`config.mk`:
```
export PLATFORM = sky130hd
export DESIGN_NAME = hpm_ctrl
export DESIGN_NICKNAME = d
export VERILOG_FILES = /design/src/sv/hpm_pkg.sv /design/src/sv/hpm_ctrl.sv
export VERILOG_INCLUDE_DIRS = /design/src /design/src/sv
export SDC_FILE = /design/constraint.sdc
export NUM_CORES = 1
export LEC_CHECK = 0
export ABC_AREA = 1
export ABC_CLOCK_PERIOD_IN_PS = 2400
export BUFFER_PORTS_ARGS = -buffer_cell sky130_fd_sc_hd__buf_2
export CAP_MARGIN = 20
export CORE_AREA = 2 2 39 41
export CTS_BUF_LIST = sky130_fd_sc_hd__clkbuf_2
export CTS_CLUSTER_SIZE = 16
export DETAILED_ROUTE_END_ITERATION = 12
export DIE_AREA = 0 0 41 43
export RECOVER_POWER = 100
export SYNTH_ARGS = -nofsm -noshare
export SYNTH_HDL_FRONTEND = slang
export SYNTH_SLANG_ARGS = --single-unit
```
`constraint.sdc`:
```
create_clock -name clk_i -period 2.4 [get_ports clk_i]
set_input_delay 0.36 -clock clk_i [delete_from_list [all_inputs] [get_ports clk_i]]
set_output_delay 0.36 -clock clk_i [all_outputs]
set_load 0.02 [all_outputs]
```
`src/sv/assert_macros.svh`:
```
// Assertion macros used by hpm_ctrl.
// Each macro expects clk_i and rst_ni in the scope where it is used.
`ifndef ASSERT_MACROS_SVH
`define ASSERT_MACROS_SVH

// Same-cycle implication.
`define ASSERT_IMPL(label, ante, cons) \
  label: assert property (@(posedge clk_i) disable iff (!rst_ni) (ante) |-> (cons)) \
    else $error("assertion failed: same-cycle implication");

// Next-cycle implication.
`define ASSERT_NEXT(label, ante, cons) \
  label: assert property (@(posedge clk_i) disable iff (!rst_ni) (ante) |=> (cons)) \
    else $error("assertion failed: next-cycle implication");

`endif

```
`src/sv/hpm_pkg.sv`:
```
// ----------------------------------------------------------------------------
// hpm_pkg
// Shared types, codes and tables of the HARQ process manager.
// ----------------------------------------------------------------------------
package hpm_pkg;

  // Request kinds.
  localparam logic [1:0] FUNC_NEW     = 2'd0;
  localparam logic [1:0] FUNC_FEEDBCK = 2'd1;
  localparam logic [1:0] FUNC_TIMEOUT = 2'd2;
  localparam logic [1:0] FUNC_CLEAR   = 2'd3;

  // Result status codes.
  localparam logic [2:0] STAT_NEW     = 3'd0;
  localparam logic [2:0] STAT_ACK     = 3'd1;
  localparam logic [2:0] STAT_RETX    = 3'd2;
  localparam logic [2:0] STAT_FAILED  = 3'd3;
  localparam logic [2:0] STAT_IGNORED = 3'd4;
  localparam logic [2:0] STAT_NO_FREE = 3'd5;
  localparam logic [2:0] STAT_CLEARED = 3'd6;

  // Configuration register indexes.
  localparam logic [1:0] CFG_HARQ_EN  = 2'd0;
  localparam logic [1:0] CFG_PROC_LOG = 2'd1;
  localparam logic [1:0] CFG_MAX_RETX = 2'd2;

  // Per-process record held in the process memory.
  typedef struct packed {
    logic [1:0]  rv_idx;
    logic [3:0]  retx;
    logic [15:0] bytes;
    logic [4:0]  mcs;
  } proc_rec_t;

  // Commands from the controller to the datapath.
  typedef struct packed {
    logic latch;
    logic exec;
    logic done;
  } hpm_cmd_t;

  // Redundancy version sequence 0, 2, 3, 1.
  function automatic logic [1:0] rv_order(input logic [1:0] idx);
    logic [1:0] rv;
    unique case (idx)
      2'd0: rv = 2'd0;
      2'd1: rv = 2'd2;
      2'd2: rv = 2'd3;
      default: rv = 2'd1;
    endcase
    return rv;
  endfunction

endpackage

```
`src/sv/hpm_ctrl.sv`:
```
// ----------------------------------------------------------------------------
// hpm_ctrl
// Sequencer of the HARQ process manager: latch, read, execute, report.
// ----------------------------------------------------------------------------
`include "assert_macros.svh"

module hpm_ctrl (
  input  logic              clk_i,
  input  logic              rst_ni,
  input  logic              start,
  output logic              busy,
  output hpm_pkg::hpm_cmd_t cmd_o
);
  import hpm_pkg::*;

  typedef enum logic [3:0] {
    S_IDLE = 4'b0001,
    S_READ = 4'b0010,
    S_EXEC = 4'b0100,
    S_DONE = 4'b1000
  } state_e;

  state_e state_q, state_d;

  // Next-state logic.
  always_comb begin
    state_d = state_q;
    unique case (state_q)
      S_IDLE: begin
        if (start) begin
          state_d = S_READ;
        end
      end
      S_READ: state_d = S_EXEC;
      S_EXEC: state_d = S_DONE;
      S_DONE: state_d = S_IDLE;
      default: state_d = S_IDLE;
    endcase
  end

  always_ff @(posedge clk_i or negedge rst_ni) begin
    if (!rst_ni) begin
      state_q <= S_IDLE;
    end else begin
      state_q <= state_d;
    end
  end

  // Commands and handshake.
  assign busy        = (state_q != S_IDLE);
  assign cmd_o.latch = (state_q == S_IDLE) && start;
  assign cmd_o.exec  = (state_q == S_EXEC);
  assign cmd_o.done  = (state_q == S_DONE);

  `ASSERT_NEXT(a_accept_reads, start && !busy, state_q == S_READ)
  `ASSERT_NEXT(a_done_one_cycle, state_q == S_DONE, state_q == S_IDLE && !busy)
  `ASSERT_IMPL(a_exec_after_read, state_q == S_EXEC, $past(state_q) == S_READ)

endmodule

```
# Word level (Yosys, flattened, before mapping)
# Cells that the tools add are included.
[word_totals]
n_memories = 0
romBits = 0
inputBits = 3
latch_bits = 0
ff_bits = 4
elab_cells = 10
output_inout_bits = 4
ramBits = 0
[op_classes]
n_bitwise = 0
magnitude_cmp = 0
n_mul = 0
n_mux = 2
add_sub_neg = 0
eq_ne = 6
n_shift = 0
n_div = 0
reduce_logical = 1
[op_table]
columns = ["operator", "n"]
rows = [
  ["4-bit case mux with 3 select lines", 1],
  ["4-bit by 1-bit equality test with 1-bit output (second input constant)", 1],
  ["4-bit by 2-bit equality test with 1-bit output (second input constant)", 1],
  ["4-bit by 3-bit equality test with 1-bit output (second input constant)", 1],
  ["4-bit equality test (second input constant)", 1],
  ["4-bit 2-to-1 mux", 1],
  ["4-bit by 1-bit != test with 1-bit output (second input constant)", 1],
  ["2-bit != test (second input constant)", 1],
  ["1-bit logical AND", 1],
]

# Logic depth before layout (Yosys ltp)
# Gate-level depths: netlist of the first run.
[logic_depth]
ltp_word = 2
depth_mapped = 5
mapped_depth_nobuf = 5

# Worst setup path after synthesis of the first run
# OpenSTA, ideal clock, no wires.
[synth_timing]
path_kind = "register -> output"
from = "reg state_q[1]"
to = "out cmd_o[0] (netlist name)"
stages_incl_launch_ff = 2
slack_ns = 0.927
path_buffers = 0
t_required_ns = 2.040
arrival_time_ns = 1.113
path_cell_list = "dfrtp_1 -> nor4_1"
[synth_lines]
columns = ["item", "line_no", "text"]
rows = [
  ["start, declared", "hpm_ctrl.sv:23", "state_e state_q, state_d;"],
  ["start signal, assigned", "hpm_ctrl.sv:45", "state_q <= state_d;"],
  ["end, declared", "hpm_ctrl.sv:12", "output hpm_pkg::hpm_cmd_t cmd_o"],
]

==> results of run 1 <==
==> logic make-up after synthesis <==
| group | synth area share |
|---|---|
| buffers and inverters | 0.167 |
| DFF | 0.500 |
| and+or+nand+nor | 0.333 |
==> worst paths after layout <==
path | start | cells after the start | end | slack [ps]
max | state_q[0] | 5 | cmd_o[2] | 670
min | start | 3 | state_q[1] | 410
max reg2reg | state_q[0] | 5 | state_q[0] | 1360
min reg2reg | state_q[3] | 3 | state_q[0] | 540
max in group asynchronous | rst_ni | 2 | state_q[0] | 1640
min in group asynchronous | rst_ni | 2 | state_q[2] | 510
==> layer usage <==
metal	vias up	routed length, um	global-route usage
met3	0	51	0.0366
met5	-	0	0
met4	0	0	0.0400
li1	92	-	-
met1	81	147	0.0714
met2	6	159	0.0844
==> layout by cell type (no fill, tap or decap) <==
master and n:
buf_2 1, clkbuf_1 5, clkbuf_2 4, dfrtp_1 3, dfstp_1 1, dlygate4sd3_1 1
inv_1 6, inv_2 1, nand2_1 3, nand3_1 2, nand3_2 1, nor2_1 5
nor2_2 1, nor4_1 1
==> stage by stage <==
stage	setup slack, ps	instances	utilization	hold WS (ps)
final	668	51	0.191	414
after detailed placement	1030	46	0.177	170
after global routing	543	51	0.191	456
after floorplan	927	25	-	64.4
after global placement	1030	46	0.177	169
after CTS	795	51	0.199	399
==> tightest hold or removal path, delay by kind of cell <==
kind                   cells  cell delay [ps]
buffers and inverters      2              120
AND/OR/NAND/NOR            1               90
==> final cells by class <==
type | instances | area, um^2 | area share
flip-flops and latches | 4 | 101 | 0.384
multi-input cells | 13 | 62.6 | 0.237
repair buffers | 7 | 33.8 | 0.128
inverters | 7 | 26.3 | 0.0995
clock buffers | 4 | 20.0 | 0.0758
well taps | 16 | 20.0 | 0.0758
==> report_power, final <==
part	leakage, nW	switching [W]	internal, W
sequential	0.0504	0.0000205	0.0000931
combinational	0.0869	0.0000850	0.0000388
clock	0.0166	0.0000294	0.0000440
==> what timing repair did <==
action,CTS,global route
hold buffers,1,0
buffers inserted,0,0
hold endpoints to repair,3,0
==> impl_metrics.toml, run 1 <==
[grt]
overflow = 0
grt_pass1_wl_um = 724
grt.total_usage = 0.0624
grt_pass1_vias = 186
grt_max_degree = 5
antenna_found_initial = 0

[critical_path]
required_ps = 2040
cp_top_family = "flip-flops"
start_kind = "register"
cp_data_arrival_time_ps = 1370
cp_common_cell = "nor2_1"
crit_buf_inv = 2
cp_max_fo = 4
critPathSlowestCell = "dfstp_1"
max_stage_delay_ps = 570
path_cells = "inv_2 > nor2_1 > nand2_1 > nor2_1 > clkbuf_1"
worstSetupPathType = "reg -> out"
end_kind = "primary output"

[synthesis]
syn_nets = 28
synthTopCellsByCount = "6 x inv_1, 4 x nor2_1, 3 x dfrtp_1"
ys_types = 12
yosysMostFrequentCell = "inv_1"
syn-cell-area_um2 = 203
synth-seq-area-share = 0.500
synth-seq-cells = 4
syn_inst = 25
ys_top_cells_by_area = "dfrtp_1 37%, dfstp_2 13%, inv_1 11%"
postSynthAreaPerCell_um2 = 8.11
yosysTopAreaCellShare = 0.370
synth_top_area_cell = "dfrtp_1"
ys_warn_count = 0
synthFlopType = "dfrtp_1"
async_reset_ff_frac = 1.00
synth-edff-count = 0

[die]
fp.dieH_um = 43
rows = 14
die_w_um = 41
dieArea_mm2 = 0.00176
pin_count = 7
core_mm2 = 0.00138
initial_core_util = 0.146

[placed_design]
port_buffers = 6
post-dp-hpwl_um = 298
place_congestion = 0.717
post_dp_cell_area_um2 = 245

[power]
p_leak_nw = 0.154
p_total_w = 0.000311
power_density_mw_per_mm2 = 1180
irDropWorstVdd_mv = 0.515

[hold_path]
hp-class = "in -> reg"

[clocking]
clkTransAtPathRegs_ps = 50
clock-sinks = 4
cts_made_buffers = 3
clk_latency_ps = 210
cts_tree = "yes"
cts_resized = 0
clockRootBuffer = "clkbuf_2"
h-tree-depth = 1
clk_path_buf_depth = 2

[sta]
fmax_mhz = 577
setup_violations = 0
worst_pin_slew_ps = 262
slew_headroom = 0.826
slew_viol_final = 0
period_minus_slack_ps = 1730
rsz0062_at_grt = "no"
setup_tns_ps = 0
fin_worst_skew_ps = 4.26
fin_crit_sh = 0.722
hold_viol_final = 0

[layout]
reg_top3 = "state_q x4"
antenna_cells = 0
final_nets = 39
regMostFlops = "state_q"
final_layout_size_suffix_gt1_frac = 0.229
largest_register_ff_count = 4
design_area_um2 = 264
synthToLayoutAreaGrowth_pct = 30.2
fillers = 161

[detailed_routing]
avgViaCountPerCell = 3.51
ant_nets = 0
dr.first_iter.drc_count = 0
wl_per_cell_um = 7.02
route.detailed.drc = 0
vias = 179
wirelength_um = 358
dr.pass1.iters = 1

[run]
maxCapViolCount = 0

[status]
status = "complete, no violations"
No activity file was read; power rests on OpenSTA's default activity.
==> inputs of run 2 (changes only) <==
ABC_CLOCK_PERIOD_IN_PS = 1750   (was 2400)
clock period = 1.75 ns   (was 2.4 ns; I/O delays follow)
==> impl_metrics.toml, run 2 (synthesis gave the netlist of run 1 again) <==
[status]
status = "complete, no violations"

[detailed_routing]
avgViaCountPerCell = 3.55
ant_nets = 0
route.detailed.drc = 0
vias = 181
wirelength_um = 379
dr.first_iter.drc_count = 4
wl_per_cell_um = 7.43
dr.pass1.iters = 2

[die]
rows = 14
initial_core_util = 0.146
core_mm2 = 0.00138
pin_count = 7
die_w_um = 41
fp.dieH_um = 43
dieArea_mm2 = 0.00176

[clocking]
cts_tree = "yes"
post_cts.repair.setup_buffers = 0
cts_made_buffers = 3
clkTransAtPathRegs_ps = 50
clockRootBuffer = "clkbuf_2"
h-tree-depth = 1
clk_latency_ps = 200
clk_path_buf_depth = 2
clock-sinks = 4

[grt]
grt.total_usage = 0.0635
grt_max_degree = 5
antenna_found_initial = 0
grt_pass1_wl_um = 690
grt_pass1_vias = 185
overflow = 0

[sta]
slew_viol_final = 0
period_minus_slack_ps = 1560
fin_worst_skew_ps = 8.20
fmax_mhz = 643
fin_crit_sh = 0.889
setup_tns_ps = 0
hold_viol_final = 0
whs_ps = 310
worst_pin_slew_ps = 245
setup_violations = 0
slew_headroom = 0.835
rsz0062_at_grt = "no"

[placed_design]
place_congestion = 0.678
post-dp-hpwl_um = 323
port_buffers = 6

[critical_path]
worstSetupPathType = "reg -> out"
start_kind = "register"
cp_max_fo = 4
max_stage_delay_ps = 560
r2r_end = "state_q[0]"
reg2reg_depth = 5
critPathSlowestCell = "dfstp_1"
end_kind = "primary output"
required_ps = 1490
r2r-start = "state_q[0]"
ff2ff_setup_slack_ps = 710
cp_data_arrival_time_ps = 1290
path_cells = "inv_2 > nor2_2 > nand2_1 > nor2_1 > buf_2"

[run]
maxCapViolCount = 0

[hold_path]
min_delay_path_depth = 3
hp-class = "in -> reg"
hold_path_startpoint = "start"
holdPathEnd = "state_q[1]"

[layout]
regMostFlops = "state_q"
largest_register_ff_count = 4
final_util = 0.193
fillers = 157
final_cell_mix = "6 x inv_1, 4 x nor2_1, 4 x clkbuf_2, 4 x clkbuf_1"
antenna_cells = 0
final_nets = 39
synthToLayoutAreaGrowth_pct = 32.1
final_common_cell = "inv_1"
final_layout_size_suffix_gt1_frac = 0.286
reg_top3 = "state_q x4"

[power]
irDropWorstVdd_mv = 0.648
p_leak_nw = 0.158
power_density_mw_per_mm2 = 1630
[run 2: repair_timing]
item                                    CTS  global route
endpoints found under the hold margin     3             0
endpoints found under the setup margin    0             0
hold buffers                              1             0
resized for setup                         0             0
[run 2: worst max-delay path, delay by kind of cell, from the launching register on]
kind / cells / cell delay (ps)
buffers and inverters: 2 / 210
flip-flops: 1 / 560
AND/OR/NAND/NOR: 3 / 320
[run 2: power breakdown]
| group | switching (W) | internal, W |
|---|---|---|
| sequential | 0.0000299 | 0.000128 |
| combinational | 0.000122 | 0.0000582 |
| clock | 0.0000371 | 0.0000603 |
[run 2: worst max-delay path by stage]
stage	startpoint	end	slack, ps
final	state_q[0]	cmd_o[2]	190
after global routing	state_q[0]	cmd_o[2]	110
after CTS	state_q[0]	cmd_o[2]	230
after detailed placement	state_q[0]	cmd_o[2]	460
after global placement	state_q[0]	cmd_o[2]	480
after floorplan	state_q[1]	cmd_o[0]	370
[run 2: area by class of cell]
cell class,instances,area (um^2),share of cell area
Inverter,7,26.3,0.0981
Multi-Input combinational cell,13,65.1,0.243
Sequential cell,4,101,0.379
Tap cell,16,20.0,0.0748
Clock buffer,4,20.0,0.0748
Timing Repair Buffer,7,35.0,0.131
[run 2: per-layer routing]
metal,GRT usage,routed length [um],up-vias
met5,0,0,-
met2,0.0844,183,6
met1,0.0684,159,83
li1,-,-,92
met3,0.0314,36,0
met4,0.0600,0,0
[run 2: metrics by stage]
| stage | instances | setup slack [ps] | total power (W) | cell area, um^2 |
|---|---|---|---|---|
| 2_1_floorplan | 25 | 375 | 0.000306 | 203 |
| 3_3_place_gp | 46 | 482 | 0.000347 | 245 |
| 3_5_place_dp | 46 | 465 | 0.000355 | 245 |
| 4_1_cts | 51 | 229 | 0.000461 | 275 |
| 5_1_grt | 51 | 109 | 0.000478 | 268 |
| 6_report | 51 | 194 | 0.000435 | 268 |
==> inputs of run 3 (changes only) <==
ABC_AREA = not set   (was 1)
==> impl_metrics.toml, run 3 <==
[synthesis]
synthTopCellsByCount = "3 x dfrtp_1, 3 x nor3_1, 2 x nor4_1"
syn-cell-area_um2 = 190
synth-seq-area-share = 0.533
postSynthAreaPerCell_um2 = 11.2
synthFlopType = "dfrtp_1"
ys_types = 12
synth_top_area_cell = "dfrtp_1"
syn_inst = 17
synth-seq-cells = 4
async_reset_ff_frac = 1.00
syn_nets = 20
ys_warn_count = 0
yosysTopAreaCellShare = 0.395
synth-edff-count = 0
ys_top_cells_by_area = "dfrtp_1 39%, dfstp_2 14%, nor3_1 7.9%"

[power]
p_total_w = 0.000411
irDropWorstVdd_mv = 0.360
p_leak_nw = 0.107
power_density_mw_per_mm2 = 1590

[grt]
grt.total_usage = 0.0696
use_met2 = 0.0688
grt_max_degree = 9
use_met3 = 0.0314
antenna_found_initial = 0
grt_pass1_wl_um = 655
grt_pass1_vias = 163
busiest_layer = "met4"
grt_util_met1 = 0.0651
overflow = 0

[layout]
reg_top3 = "state_q x4"
regMostFlops = "state_q"
final_cell_mix = "5 x clkbuf_2, 4 x clkbuf_1, 3 x nor3_1, 3 x dfrtp_1, 2 x nor4_1"
antenna_cells = 0
largest_register_ff_count = 4
fillers = 160
final_util = 0.186
synthToLayoutAreaGrowth_pct = 35.5
final_nets = 31
final_layout_size_suffix_gt1_frac = 0.259
final_common_cell = "clkbuf_2"

[critical_path]
start_kind = "register"
ff2ff_setup_slack_ps = 640
critPathSlowestCell = "dfstp_2"
path_cells = "or4b_1 > clkbuf_2"
crit_buf_inv = 1
r2r_end = "state_q[0]"
cp_data_arrival_time_ps = 1390
reg2reg_depth = 2
r2r-start = "state_q[0]"
max_stage_delay_ps = 570
worstSetupPathType = "reg -> out"
end_kind = "primary output"
cp_max_fo = 7
required_ps = 1490
cp_top_family = "flip-flops"

[clocking]
clockRootBuffer = "clkbuf_2"
ctsHoldBuffers = 1
clk_path_buf_depth = 2
cts_resized = 0
cts_made_buffers = 3
post_cts.repair.setup_buffers = 0
clock-sinks = 4
h-tree-depth = 1
clk_latency_ps = 220
cts_tree = "yes"
clkTransAtPathRegs_ps = 40

[sta]
fin_worst_skew_ps = 11.2
hold_viol_final = 0
worst_pin_slew_ps = 253
layout_setup_ws_ps = 95.1
rsz0062_at_grt = "no"
period_minus_slack_ps = 1650
setup_violations = 0
setup_tns_ps = 0
slew_viol_final = 0
slew_headroom = 0.829
fmax_mhz = 604
fin_crit_sh = 0.946

[placed_design]
place_congestion = 0.634
pre_cts_ws_ps = 324
post-dp-hpwl_um = 288
port_buffers = 6

[die]
core_mm2 = 0.00138
die_w_um = 41
dieArea_mm2 = 0.00176
pin_count = 7
fp.dieH_um = 43
initial_core_util = 0.137
rows = 14

[status]
status = "complete, no violations"

[hold_path]
min_delay_path_depth = 3
holdPathEnd = "state_q[1]"
hp-class = "in -> reg"
hold_path_startpoint = "start"

[detailed_routing]
route.detailed.drc = 0
wirelength_um = 372
ant_nets = 0
vias = 170
avgViaCountPerCell = 3.95
wl_per_cell_um = 8.65
dr.first_iter.drc_count = 0
dr.pass1.iters = 1

[run]
maxCapViolCount = 0
run 3: changes by cell type in the layout (fill, tap and decap cells not counted), moves of 2 or more:
cell | before | now
nor2_2 | 2 | 0
nand2_1 | 3 | 0
inv_1 | 6 | 1
nor2_1 | 4 | 0
nand3_1 | 2 | 0
nor3_1 | 0 | 3
run 3: cell type report:
| class | count | area [um^2] | share of cell area |
|---|---|---|---|
| sequential | 4 | 101 | 0.393 |
| multi-input combinational | 11 | 77.6 | 0.301 |
| timing repair buffer | 7 | 35.0 | 0.136 |
| clock buffer | 4 | 20.0 | 0.0777 |
| tap | 16 | 20.0 | 0.0777 |
| inverter | 1 | 3.75 | 0.0146 |
run 3: cells by family after synthesis:
| logic type | after synthesis | share of synthesized area |
|---|---|---|
| compound gates | 2 | 0.0921 |
| flops | 4 | 0.533 |
| simple gates | 9 | 0.316 |
| buf+inv | 2 | 0.0592 |
run 3: worst reg2reg max path, stage by stage, from the launching register on:
cell and delay, ps:
dfstp_2 570, nand3b_1 130, a311o_1 330
run 3: routing by layer:
layer | routed length (um) | vias to the layer above
met4 | 33 | 0
met2 | 175 | 6
li1 | - | 87
met5 | 0 | -
met1 | 144 | 73
met3 | 19 | 4
run 3: worst max-delay path by stage:
stage | to | start | cells past startpoint | slack [ps]
global placement | busy | state_q[0] | 2 | 330
floorplan | cmd_o[0] | state_q[2] | 1 | 280
global route | busy | state_q[0] | 2 | 30
finish | busy | state_q[0] | 2 | 100
CTS | busy | state_q[0] | 2 | 90
detailed placement | busy | state_q[0] | 2 | 320
run 3: through the flow:
| step | instances | area (um^2) | hold WS, ps |
|---|---|---|---|
| 2_1_floorplan | 17 | 190 | -33.1 |
| 4_1_cts | 43 | 263 | 361 |
| 5_1_grt | 43 | 258 | 402 |
| 3_3_place_gp | 38 | 233 | 70.7 |
| 3_5_place_dp | 38 | 233 | 76.9 |
| 6_report | 43 | 258 | 370 |
run 3: where the power goes:
| group | internal (W) | switching [W] |
|---|---|---|
| clock network | 0.0000602 | 0.0000404 |
| registers | 0.000129 | 0.0000451 |
| logic | 0.0000599 | 0.0000767 |
